## src/rtl/uer_pkg.sv

```systemverilog
package uer_pkg;

    // Width of the wait and pulse timers
    localparam int TIMER_BITS = 20;

    // Field widths
    localparam int TRIG_BITS  = 10;
    localparam int TMO_BITS   = 20;
    localparam int DIV_BITS   = 8;
    localparam int WIDTH_BITS = 20;
    localparam int RANGE_BITS = 19;

    // Configuration port
    localparam int CFG_IDX_BITS  = 4;
    localparam int CFG_DATA_BITS = 20;

    localparam logic [CFG_IDX_BITS-1:0] CFG_TRIGGER_TICKS  = 4'd0;
    localparam logic [CFG_IDX_BITS-1:0] CFG_ECHO_TIMEOUT   = 4'd1;
    localparam logic [CFG_IDX_BITS-1:0] CFG_TICKS_PER_CM   = 4'd2;
    localparam logic [CFG_IDX_BITS-1:0] CFG_TICKS_PER_INCH = 4'd3;

    localparam logic [TRIG_BITS-1:0] RST_TRIGGER_TICKS  = 10'd10;
    localparam logic [TMO_BITS-1:0]  RST_ECHO_TIMEOUT   = 20'd30000;
    localparam logic [DIV_BITS-1:0]  RST_TICKS_PER_CM   = 8'd29;
    localparam logic [DIV_BITS-1:0]  RST_TICKS_PER_INCH = 8'd74;

    // Trigger low lead-in, in ticks
    localparam int TRIG_LOW_TICKS = 2;

    // One quotient bit per divide step
    localparam int DIV_STEPS    = WIDTH_BITS;
    localparam int DIV_CNT_BITS = $clog2(DIV_STEPS);

    typedef struct packed {
        logic tick;         // apply one tick to the ranger state
        logic load_direct;  // load output word from the tick result
        logic div_step;     // advance both dividers one bit
        logic load_div;     // load output word from the held result and quotients
    } t_dp_cmd;

    typedef struct packed {
        logic done;         // current tick completes a measurement
    } t_dp_stat;

endpackage

```

## src/rtl/uer_if.sv

```systemverilog
interface uer_in_if;
    logic valid;
    logic ready;
    logic cmd;
    logic echo_level;

    modport source (output valid, output cmd, output echo_level, input ready);
    modport sink   (input valid, input cmd, input echo_level, output ready);
endinterface

interface uer_out_if;
    logic                            valid;
    logic                            ready;
    logic                            trigger_level;
    logic                            busy_res;
    logic                            done_res;
    logic                            timed_out;
    logic [uer_pkg::WIDTH_BITS-1:0]  echo_width;
    logic [uer_pkg::RANGE_BITS-1:0]  range_cm;
    logic [uer_pkg::RANGE_BITS-1:0]  range_inch;

    modport source (output valid, output trigger_level, output busy_res, output done_res,
                    output timed_out, output echo_width, output range_cm,
                    output range_inch, input ready);
    modport sink   (input valid, input trigger_level, input busy_res, input done_res,
                    input timed_out, input echo_width, input range_cm,
                    input range_inch, output ready);
endinterface

interface uer_cfg_if;
    logic                               valid;
    logic                               ready;
    logic [uer_pkg::CFG_IDX_BITS-1:0]   index;
    logic [uer_pkg::CFG_DATA_BITS-1:0]  data;

    modport source (output valid, output index, output data, input ready);
    modport sink   (input valid, input index, input data, output ready);
endinterface

```

## src/rtl/uer_ctrl.sv

```systemverilog
module uer_ctrl (
    input  logic              i_clk,
    input  logic              i_rst_n,
    input  logic              i_in_valid,
    output logic              o_in_ready,
    output logic              o_out_valid,
    input  logic              i_out_ready,
    input  uer_pkg::t_dp_stat i_stat,
    output uer_pkg::t_dp_cmd  o_cmd
);

    typedef enum logic [2:0] {
        S_RUN  = 3'b001,
        S_DIV  = 3'b010,
        S_LOAD = 3'b100
    } t_state;

    t_state                           r_state, n_state;
    logic [uer_pkg::DIV_CNT_BITS-1:0] r_cnt, n_cnt;
    logic                             r_out_valid, n_out_valid;
    logic                             room;
    logic                             accept;

    assign room        = !r_out_valid || i_out_ready;
    assign o_in_ready  = i_rst_n && (r_state == S_RUN) && room;
    assign accept      = o_in_ready && i_in_valid;
    assign o_out_valid = r_out_valid;

    always_comb begin
        n_state           = r_state;
        n_cnt             = r_cnt;
        o_cmd             = '0;
        o_cmd.tick        = accept;
        case (r_state)
            S_RUN: begin
                if (accept) begin
                    if (i_stat.done) begin
                        n_state = S_DIV;
                        n_cnt   = '0;
                    end else begin
                        o_cmd.load_direct = 1'b1;
                    end
                end
            end
            S_DIV: begin
                o_cmd.div_step = 1'b1;
                n_cnt          = r_cnt + 1'b1;
                if (r_cnt == uer_pkg::DIV_CNT_BITS'(uer_pkg::DIV_STEPS - 1)) begin
                    n_state = S_LOAD;
                end
            end
            S_LOAD: begin
                if (room) begin
                    o_cmd.load_div = 1'b1;
                    n_state        = S_RUN;
                end
            end
            default: begin
                n_state = S_RUN;
            end
        endcase
    end

    always_comb begin
        n_out_valid = r_out_valid;
        if (o_cmd.load_direct || o_cmd.load_div) begin
            n_out_valid = 1'b1;
        end else if (i_out_ready) begin
            n_out_valid = 1'b0;
        end
    end

    always_ff @(posedge i_clk) begin
        if (!i_rst_n) begin
            r_state     <= S_RUN;
            r_cnt       <= '0;
            r_out_valid <= 1'b0;
        end else begin
            r_state     <= n_state;
            r_cnt       <= n_cnt;
            r_out_valid <= n_out_valid;
        end
    end

endmodule

```

## src/rtl/uer_dp.sv

```systemverilog
module uer_dp (
    input  logic                             i_clk,
    input  logic                             i_rst_n,
    input  uer_pkg::t_dp_cmd                 i_cmd,
    output uer_pkg::t_dp_stat                o_stat,
    input  logic                             i_cmd_start,
    input  logic                             i_echo_level,
    input  logic                             i_cfg_valid,
    input  logic [uer_pkg::CFG_IDX_BITS-1:0] i_cfg_index,
    input  logic [uer_pkg::CFG_DATA_BITS-1:0] i_cfg_data,
    output logic                             o_trigger_level,
    output logic                             o_busy_res,
    output logic                             o_done_res,
    output logic                             o_timed_out,
    output logic [uer_pkg::WIDTH_BITS-1:0]   o_echo_width,
    output logic [uer_pkg::RANGE_BITS-1:0]   o_range_cm,
    output logic [uer_pkg::RANGE_BITS-1:0]   o_range_inch
);

    typedef enum logic [5:0] {
        PH_IDLE       = 6'b000001,
        PH_TRIG_LOW   = 6'b000010,
        PH_TRIG_HIGH  = 6'b000100,
        PH_WAIT_END   = 6'b001000,
        PH_WAIT_START = 6'b010000,
        PH_MEASURE    = 6'b100000
    } t_phase;

    localparam int TB = uer_pkg::TIMER_BITS;
    localparam int WB = uer_pkg::WIDTH_BITS;
    localparam int DB = uer_pkg::DIV_BITS;
    localparam int RB = uer_pkg::RANGE_BITS;
    localparam int PB = uer_pkg::TRIG_BITS;

    // Configuration
    logic [PB-1:0]                r_trigger_ticks;
    logic [uer_pkg::TMO_BITS-1:0] r_echo_timeout;
    logic [DB-1:0]                r_ticks_per_cm;
    logic [DB-1:0]                r_ticks_per_inch;

    // Ranger state
    t_phase        r_phase, n_phase;
    logic [PB-1:0] r_phase_count, n_phase_count;
    logic [TB-1:0] r_elapsed, n_elapsed;
    logic [TB-1:0] r_pulse_width, n_pulse_width;

    // Tick result
    logic          t_trig, t_busy, t_done, t_tmo, fin;
    logic [WB-1:0] t_width;

    // Held result for divided words
    logic          r_res_trig, r_res_busy, r_res_tmo;
    logic [WB-1:0] r_res_width;

    // Dividers
    logic [WB-1:0] r_q_cm, r_q_inch;
    logic [DB-1:0] r_rem_cm, r_rem_inch;
    logic [DB:0]   sh_cm, sh_inch;
    logic          ge_cm, ge_inch;

    always_comb begin
        n_phase       = r_phase;
        n_phase_count = r_phase_count;
        n_elapsed     = r_elapsed;
        n_pulse_width = r_pulse_width;
        t_trig        = 1'b0;
        t_busy        = 1'b1;
        t_done        = 1'b0;
        t_tmo         = 1'b0;
        t_width       = '0;
        fin           = 1'b0;
        if (n_phase == PH_IDLE && i_cmd_start) begin
            n_phase       = PH_TRIG_LOW;
            n_phase_count = '0;
        end
        case (n_phase)
            PH_TRIG_LOW: begin
                n_phase_count = n_phase_count + 1'b1;
                if (n_phase_count >= PB'(uer_pkg::TRIG_LOW_TICKS)) begin
                    n_phase       = PH_TRIG_HIGH;
                    n_phase_count = '0;
                end
            end
            PH_TRIG_HIGH: begin
                t_trig        = 1'b1;
                n_phase_count = n_phase_count + 1'b1;
                if (n_phase_count >= r_trigger_ticks) begin
                    n_phase       = PH_WAIT_END;
                    n_phase_count = '0;
                    n_elapsed     = '0;
                    n_pulse_width = '0;
                end
            end
            PH_WAIT_END, PH_WAIT_START, PH_MEASURE: begin
                if (n_phase == PH_WAIT_END) begin
                    if (!i_echo_level) begin
                        n_phase = PH_WAIT_START;
                    end
                end else if (n_phase == PH_WAIT_START) begin
                    if (i_echo_level) begin
                        n_phase       = PH_MEASURE;
                        n_pulse_width = TB'(1);
                    end
                end else begin
                    if (i_echo_level) begin
                        n_pulse_width = n_pulse_width + 1'b1;
                    end else begin
                        fin     = 1'b1;
                        t_width = WB'(n_pulse_width);
                    end
                end
                if (!fin) begin
                    n_elapsed = n_elapsed + 1'b1;
                    if (32'(n_elapsed) >= 32'(r_echo_timeout)) begin
                        fin     = 1'b1;
                        t_tmo   = 1'b1;
                        t_width = '0;
                    end
                end
                if (fin) begin
                    t_done        = 1'b1;
                    n_phase       = PH_IDLE;
                    n_phase_count = '0;
                end
            end
            default: begin
                t_busy  = 1'b0;
                n_phase = PH_IDLE;
            end
        endcase
    end

    assign o_stat.done = t_done;

    // Restoring divide step: one quotient bit per cycle
    assign sh_cm   = {r_rem_cm, r_q_cm[WB-1]};
    assign sh_inch = {r_rem_inch, r_q_inch[WB-1]};
    assign ge_cm   = sh_cm >= {1'b0, r_ticks_per_cm};
    assign ge_inch = sh_inch >= {1'b0, r_ticks_per_inch};

    always_ff @(posedge i_clk) begin
        if (!i_rst_n) begin
            r_trigger_ticks  <= uer_pkg::RST_TRIGGER_TICKS;
            r_echo_timeout   <= uer_pkg::RST_ECHO_TIMEOUT;
            r_ticks_per_cm   <= uer_pkg::RST_TICKS_PER_CM;
            r_ticks_per_inch <= uer_pkg::RST_TICKS_PER_INCH;
            r_phase          <= PH_IDLE;
            r_phase_count    <= '0;
            r_elapsed        <= '0;
            r_pulse_width    <= '0;
        end else begin
            if (i_cfg_valid) begin
                case (i_cfg_index)
                    uer_pkg::CFG_TRIGGER_TICKS:  r_trigger_ticks  <= i_cfg_data[PB-1:0];
                    uer_pkg::CFG_ECHO_TIMEOUT:   r_echo_timeout   <= i_cfg_data;
                    uer_pkg::CFG_TICKS_PER_CM:   r_ticks_per_cm   <= i_cfg_data[DB-1:0];
                    uer_pkg::CFG_TICKS_PER_INCH: r_ticks_per_inch <= i_cfg_data[DB-1:0];
                    default: ;
                endcase
            end
            if (i_cmd.tick) begin
                r_phase       <= n_phase;
                r_phase_count <= n_phase_count;
                r_elapsed     <= n_elapsed;
                r_pulse_width <= n_pulse_width;
            end
        end
    end

    always_ff @(posedge i_clk) begin
        if (i_cmd.tick && t_done) begin
            r_res_trig  <= t_trig;
            r_res_busy  <= t_busy;
            r_res_tmo   <= t_tmo;
            r_res_width <= t_width;
            r_q_cm      <= t_width;
            r_q_inch    <= t_width;
            r_rem_cm    <= '0;
            r_rem_inch  <= '0;
        end else if (i_cmd.div_step) begin
            r_q_cm     <= {r_q_cm[WB-2:0], ge_cm};
            r_q_inch   <= {r_q_inch[WB-2:0], ge_inch};
            r_rem_cm   <= ge_cm ? DB'(sh_cm - {1'b0, r_ticks_per_cm}) : sh_cm[DB-1:0];
            r_rem_inch <= ge_inch ? DB'(sh_inch - {1'b0, r_ticks_per_inch})
                                  : sh_inch[DB-1:0];
        end
    end

    // Output word
    always_ff @(posedge i_clk) begin
        if (i_cmd.load_direct) begin
            o_trigger_level <= t_trig;
            o_busy_res      <= t_busy;
            o_done_res      <= 1'b0;
            o_timed_out     <= 1'b0;
            o_echo_width    <= '0;
            o_range_cm      <= '0;
            o_range_inch    <= '0;
        end else if (i_cmd.load_div) begin
            o_trigger_level <= r_res_trig;
            o_busy_res      <= r_res_busy;
            o_done_res      <= 1'b1;
            o_timed_out     <= r_res_tmo;
            o_echo_width    <= r_res_width;
            o_range_cm      <= r_q_cm[WB-1 -: RB];
            o_range_inch    <= r_q_inch[WB-1 -: RB];
        end
    end

endmodule

```

## src/rtl/ultrasonic_echo_ranger_top.sv

```systemverilog
// Channel  Dir  Fields                                              Handshake
// i_in     in   cmd, echo_level                                     valid/ready
// o_out    out  trigger_level, busy_res, done_res, timed_out,       valid/ready
//               echo_width, range_cm, range_inch
// i_cfg    in   index, data                                         valid/ready, ready high
//
// Each input word is one tick and yields exactly one output word. A tick
// that does not complete a measurement has its word registered in the
// cycle after it is taken. A completing tick runs the two 20-step
// restoring dividers before its word is loaded. The next tick is taken
// as soon as the previous word sits in the output register and is leaving.
// Reset (synchronous, active low) returns the ranger to idle and restores
// register defaults; both ready lines stay low while reset is held; a stalled
// output holds its word and blocks new ticks.
module ultrasonic_echo_ranger_top (
    input  logic        i_clk,
    input  logic        i_rst_n,
    uer_in_if.sink      i_in,
    uer_out_if.source   o_out,
    uer_cfg_if.sink     i_cfg
);

    uer_pkg::t_dp_cmd  cmd;
    uer_pkg::t_dp_stat stat;

    // Registers take a write every cycle outside reset
    assign i_cfg.ready = i_rst_n;

    // Sequence accept, divide and output load
    uer_ctrl u_ctrl (
        .i_clk       (i_clk),
        .i_rst_n     (i_rst_n),
        .i_in_valid  (i_in.valid),
        .o_in_ready  (i_in.ready),
        .o_out_valid (o_out.valid),
        .i_out_ready (o_out.ready),
        .i_stat      (stat),
        .o_cmd       (cmd)
    );

    // Ranger phases, timers, dividers and the output word
    uer_dp u_dp (
        .i_clk           (i_clk),
        .i_rst_n         (i_rst_n),
        .i_cmd           (cmd),
        .o_stat          (stat),
        .i_cmd_start     (i_in.cmd),
        .i_echo_level    (i_in.echo_level),
        .i_cfg_valid     (i_cfg.valid),
        .i_cfg_index     (i_cfg.index),
        .i_cfg_data      (i_cfg.data),
        .o_trigger_level (o_out.trigger_level),
        .o_busy_res      (o_out.busy_res),
        .o_done_res      (o_out.done_res),
        .o_timed_out     (o_out.timed_out),
        .o_echo_width    (o_out.echo_width),
        .o_range_cm      (o_out.range_cm),
        .o_range_inch    (o_out.range_inch)
    );

endmodule

```

## src/flat_wrapper.sv

```systemverilog
// flat-port wrapper written by rule: the top's interface ports become plain ports
module ultrasonic_echo_ranger_top_flat 
  (i_clk, i_rst_n, i_in_valid, i_in_cmd, i_in_echo_level, i_in_ready, o_out_valid, o_out_trigger_level, o_out_busy_res, o_out_done_res, o_out_timed_out, o_out_echo_width, o_out_range_cm, o_out_range_inch, o_out_ready, i_cfg_valid, i_cfg_index, i_cfg_data, i_cfg_ready);
  uer_in_if i_in_i ();
  uer_out_if o_out_i ();
  uer_cfg_if i_cfg_i ();
  input  logic i_clk;
  input  logic i_rst_n;
  input wire logic [$bits(i_in_i.valid)-1:0] i_in_valid;
  input wire logic [$bits(i_in_i.cmd)-1:0] i_in_cmd;
  input wire logic [$bits(i_in_i.echo_level)-1:0] i_in_echo_level;
  output wire logic [$bits(i_in_i.ready)-1:0] i_in_ready;
  output wire logic [$bits(o_out_i.valid)-1:0] o_out_valid;
  output wire logic [$bits(o_out_i.trigger_level)-1:0] o_out_trigger_level;
  output wire logic [$bits(o_out_i.busy_res)-1:0] o_out_busy_res;
  output wire logic [$bits(o_out_i.done_res)-1:0] o_out_done_res;
  output wire logic [$bits(o_out_i.timed_out)-1:0] o_out_timed_out;
  output wire logic [$bits(o_out_i.echo_width)-1:0] o_out_echo_width;
  output wire logic [$bits(o_out_i.range_cm)-1:0] o_out_range_cm;
  output wire logic [$bits(o_out_i.range_inch)-1:0] o_out_range_inch;
  input wire logic [$bits(o_out_i.ready)-1:0] o_out_ready;
  input wire logic [$bits(i_cfg_i.valid)-1:0] i_cfg_valid;
  input wire logic [$bits(i_cfg_i.index)-1:0] i_cfg_index;
  input wire logic [$bits(i_cfg_i.data)-1:0] i_cfg_data;
  output wire logic [$bits(i_cfg_i.ready)-1:0] i_cfg_ready;
  assign i_in_i.valid = i_in_valid;
  assign i_in_i.cmd = i_in_cmd;
  assign i_in_i.echo_level = i_in_echo_level;
  assign i_in_ready = i_in_i.ready;
  assign o_out_valid = o_out_i.valid;
  assign o_out_trigger_level = o_out_i.trigger_level;
  assign o_out_busy_res = o_out_i.busy_res;
  assign o_out_done_res = o_out_i.done_res;
  assign o_out_timed_out = o_out_i.timed_out;
  assign o_out_echo_width = o_out_i.echo_width;
  assign o_out_range_cm = o_out_i.range_cm;
  assign o_out_range_inch = o_out_i.range_inch;
  assign o_out_i.ready = o_out_ready;
  assign i_cfg_i.valid = i_cfg_valid;
  assign i_cfg_i.index = i_cfg_index;
  assign i_cfg_i.data = i_cfg_data;
  assign i_cfg_ready = i_cfg_i.ready;
  ultrasonic_echo_ranger_top u_core (.i_clk(i_clk), .i_rst_n(i_rst_n), .i_in(i_in_i), .o_out(o_out_i), .i_cfg(i_cfg_i));
endmodule
```

## config.mk

```make
export PLATFORM = sky130hd
export DESIGN_NAME = ultrasonic_echo_ranger_top_flat
export DESIGN_NICKNAME = d
export VERILOG_FILES = /design/src/rtl/uer_pkg.sv /design/src/rtl/uer_if.sv /design/src/rtl/uer_ctrl.sv /design/src/rtl/uer_dp.sv /design/src/rtl/ultrasonic_echo_ranger_top.sv /design/src/flat_wrapper.sv
export SDC_FILE = /design/constraint.sdc
export NUM_CORES = 1
export LEC_CHECK = 0
export BUFFER_PORTS_ARGS = -buffer_cell sky130_fd_sc_hd__buf_4
export CAP_MARGIN = 20
export CORE_UTILIZATION = 37
export DETAILED_ROUTE_END_ITERATION = 10
export HOLD_SLACK_MARGIN = 0.08
export PLACE_DENSITY = 0.66
export SLEW_MARGIN = 10
export SYNTH_ARGS = -nofsm -noshare
export SYNTH_HDL_FRONTEND = slang
export SYNTH_SLANG_ARGS = --single-unit
```

## constraint.sdc

```tcl
create_clock -name i_clk -period 7.1 [get_ports i_clk]
set_input_delay 0.355 -clock i_clk [delete_from_list [all_inputs] [get_ports i_clk]]
set_output_delay 0.355 -clock i_clk [all_outputs]
set_load 0.1 [all_outputs]
```

==> flow_summary.yaml <==
timing:
  fin_worst_skew_ns: 0.0233
  finalCritPeriodShare_pct: 76.0
  tns_ns: 0
  max_slew_margin_pct: 31.9
  rsz0062_at_grt: "false"
  fin_crit_ns: 5.40
  worst_pin_slew_ns: 1.02
  setup_viol_count_final: 0
  drv_slew: 0
  fmax_mhz: 185
  finalHoldViolCount: 0
yosys:
  synth_area_leaders: "dfxtp_1 31%, edfxtp_1 16%, nand2_1 7.2%"
  yosys.area.top_type: "dfxtp_1"
  ys_async_sr_fraction_pct: 0
  synth_cell_type_count: 71
  synth_top_area_share_pct: 31.1
  postSynthAreaPerCell_um2: 8.82
  synthFlopType: "dfxtp_1"
  synth_cells: 1364
  ys_ff_latch: 252
  synth_fp_nets: 1445
  synth_edf_count: 65
  ys_seq_area_share_pct: 47.4
  yosys_warnings: 0
  syn-cell-area_mm2: 0.0120
drt:
  firstDrtPassIters: 6
  ant_nets: 0
  drc_errors: 0
  wl_per_cell_um: 15.0
  routed_wl_um: 28400
  drt_iter0_markers: 671
  num_vias: 9816
  detail_route.vias_per_cell: 5.19
placement:
  gp_congestion: 0.862
  dpl.hpwl_um: 19400
  portBuffers: 95
grt:
  grt_overflow: 0
  antenna_found_initial: 0
  grt_max_degree: 62
  grt_usage_pct: 17.2
  grt_pass1_vias: 9327
  grt_pass1_wl_um: 47400
clock_tree:
  htreeDepth: 1
  clkSlewWorstSetupHoldPaths_ns: 0.06
  clk_latency_ns: 0.56
  cts_setup_buffers: 0
  post_cts_resized: 0
  hold_buffers: 20
  cts_buffer_depth: 3
  tritoncts: "yes"
  cts-buffers-inserted: 28
  cts_root_buffer: "clkbuf_16"
  cts_sinks: 252
setup_path:
  critPathArrivalTime_ns: 5.86
  worstSetupStartpointType: "flip-flop"
  critPathMaxFanout: 61
  crit_type: "reg2reg"
  required_ns: 7.56
  end_kind: "flip-flop"
die:
  rows: 65
  core_mm2: 0.0318
  die-area_mm2: 0.0332
  ios: 96
  start_util_pct: 37.8
  die_height_um: 182
  die_width_um: 182
power:
  power_uw: 3210
  peakVddDrop_uv: 180
  p_leak_uw: 0.00547
  p_per_area_mw_per_mm2: 225
hold_path:
  min_path_type: "in2reg"
finish:
  area_growth_pct: 18.9
  multi_input_area_mm2: 0.00576
  regArea_mm2: 0.00570
  fill_cells: 3033
  fin_nets: 1517
  diodes: 0
  drive_gt1_share_pct: 12.8
job:
  max-cap-violations: 0
status:
  outcome: "complete, no violations"
kinds of logic after synthesis:
family,Yosys count,share of synthesized area (%)
and+or+nand+nor,500,19.0
DFF,252,47.4
xor gates and xnor gates,35,2.55
adders and majority gates,52,5.50
muxes,31,2.60
buffers and inverters,157,5.21
AOI/OAI and AO/OA,337,17.8
cell type report:
cell class | count | share of cell area (%)
Clock buffer | 35 | 5.23
Clock inverter | 16 | 1.84
Inverter | 68 | 1.78
Multi-Input combinational cell | 955 | 40.3
Sequential cell | 252 | 39.8
Tap cell | 435 | 3.81
Timing Repair Buffer | 131 | 7.23
per-stage QoR:
step                utilization (%)  hold WS (ns)  worst slack [ns]  cells  cell area (um^2)
floorplan                         -         0.436             0.731   1364             12000
global placement               41.2         0.443              1.93   1821             13100
detailed placement             41.2         0.448              1.78   1821             13100
CTS                            45.0        0.0999              1.71   1892             14300
global route                   45.0         0.121              1.21   1892             14300
finish                         45.0         0.123              1.70   1892             14300
placed cells by master (no fill, tap or decap), drive strengths merged, types with 20 or more instances in the layout:
| cell | synthesis | layout |
|---|---|---|
| nand2 | 232 | 232 |
| o21ai | 69 | 69 |
| a21oi | 130 | 130 |
| ha | 48 | 48 |
| nor2 | 78 | 78 |
| mux2i | 29 | 29 |
| clkbuf | 71 | 35 |
| dlygate4sd3 | 0 | 20 |
| buf | 18 | 111 |
| edfxtp | 65 | 65 |
| and2 | 32 | 32 |
| nor3 | 36 | 36 |
| inv | 66 | 67 |
| dfxtp | 187 | 187 |
| a22o | 45 | 45 |
| nand3 | 47 | 47 |
per-layer routing:
| metal | part of all wire (%) | GRT usage [%] |
|---|---|---|
| met1 | 48 | 24.2 |
| met2 | 45 | 28.0 |
| met3 | 4.5 | 2.26 |
| met4 | 2.2 | 4.10 |
| met5 | 0 | 0 |
final timing paths:
check	from	endpoint	slack, ns	cells past startpoint
worst max register to register	u_core.u_dp.r_elapsed[0]	u_core.u_ctrl.r_cnt[3]	1.70	17
worst min register to register	u_core.u_dp.r_echo_timeout[17]	u_core.u_dp.r_echo_timeout[17]	0.45	2
worst max-delay path	u_core.u_dp.r_elapsed[0]	u_core.u_ctrl.r_cnt[3]	1.70	17
worst min-delay path	i_rst_n	u_core.u_ctrl.r_state[1]	0.12	3
flip-flops by register name (all words and copies together), names as in the netlist, 19 cells and up:
signal / count
u_core.u_dp.o_echo_width: 20
u_core.u_dp.r_echo_timeout: 20
u_core.u_dp.r_elapsed: 20
u_core.u_dp.r_pulse_width: 20
u_core.u_dp.r_q_cm: 20
u_core.u_dp.r_q_inch: 20
u_core.u_dp.r_res_width: 20
u_core.u_dp.o_range_cm: 19
u_core.u_dp.o_range_inch: 19
Yosys cell counts (3+ instances only):
cell,instances
a211oi_1,6
a21boi_0,6
a21o_1,7
a21oi_1,129
a22o_1,45
a31o_2,12
a31oi_1,8
and2_1,32
and3_1,13
buf_1,5
buf_2,9
buf_6,3
clkbuf_1,71
dfxtp_1,187
edfxtp_1,65
ha_1,48
inv_1,66
mux2i_1,29
nand2_1,232
nand2b_1,9
nand3_1,46
nand3b_1,3
nand4_1,15
nor2_1,78
nor2b_1,9
nor3_1,36
nor4_1,6
nor4b_1,3
o211ai_1,13
o21a_1,6
o21ai_0,67
o22ai_1,3
o31a_1,5
o31ai_1,4
o41ai_1,3
or2_2,4
or3_1,6
xnor2_1,18
xor2_1,17
critical path, stage by stage (launching register included):
cell	delay, ns
dfxtp_1	0.40
ha_1	0.27
and3_1	0.25
and3_1	0.28
and3_1	0.27
and3_1	0.27
and3_1	0.27
nand3_1	0.12
xnor2_1	0.24
ha_1	0.30
a21o_1	0.19
a221oi_1	0.36
buf_4	0.22
a21oi_1	0.17
nand2_2	0.15
buf_4	0.54
inv_1	0.63
nor3_1	0.36
power breakdown:
group | switching (uW) | internal (uW) | total [uW]
combinational | 92.3 | 60.1 | 152
sequential | 9.46 | 1480 | 1490
clock | 603 | 970 | 1570
total | 705 | 2510 | 3210
Note: power is estimated with default switching activity, not from simulation.
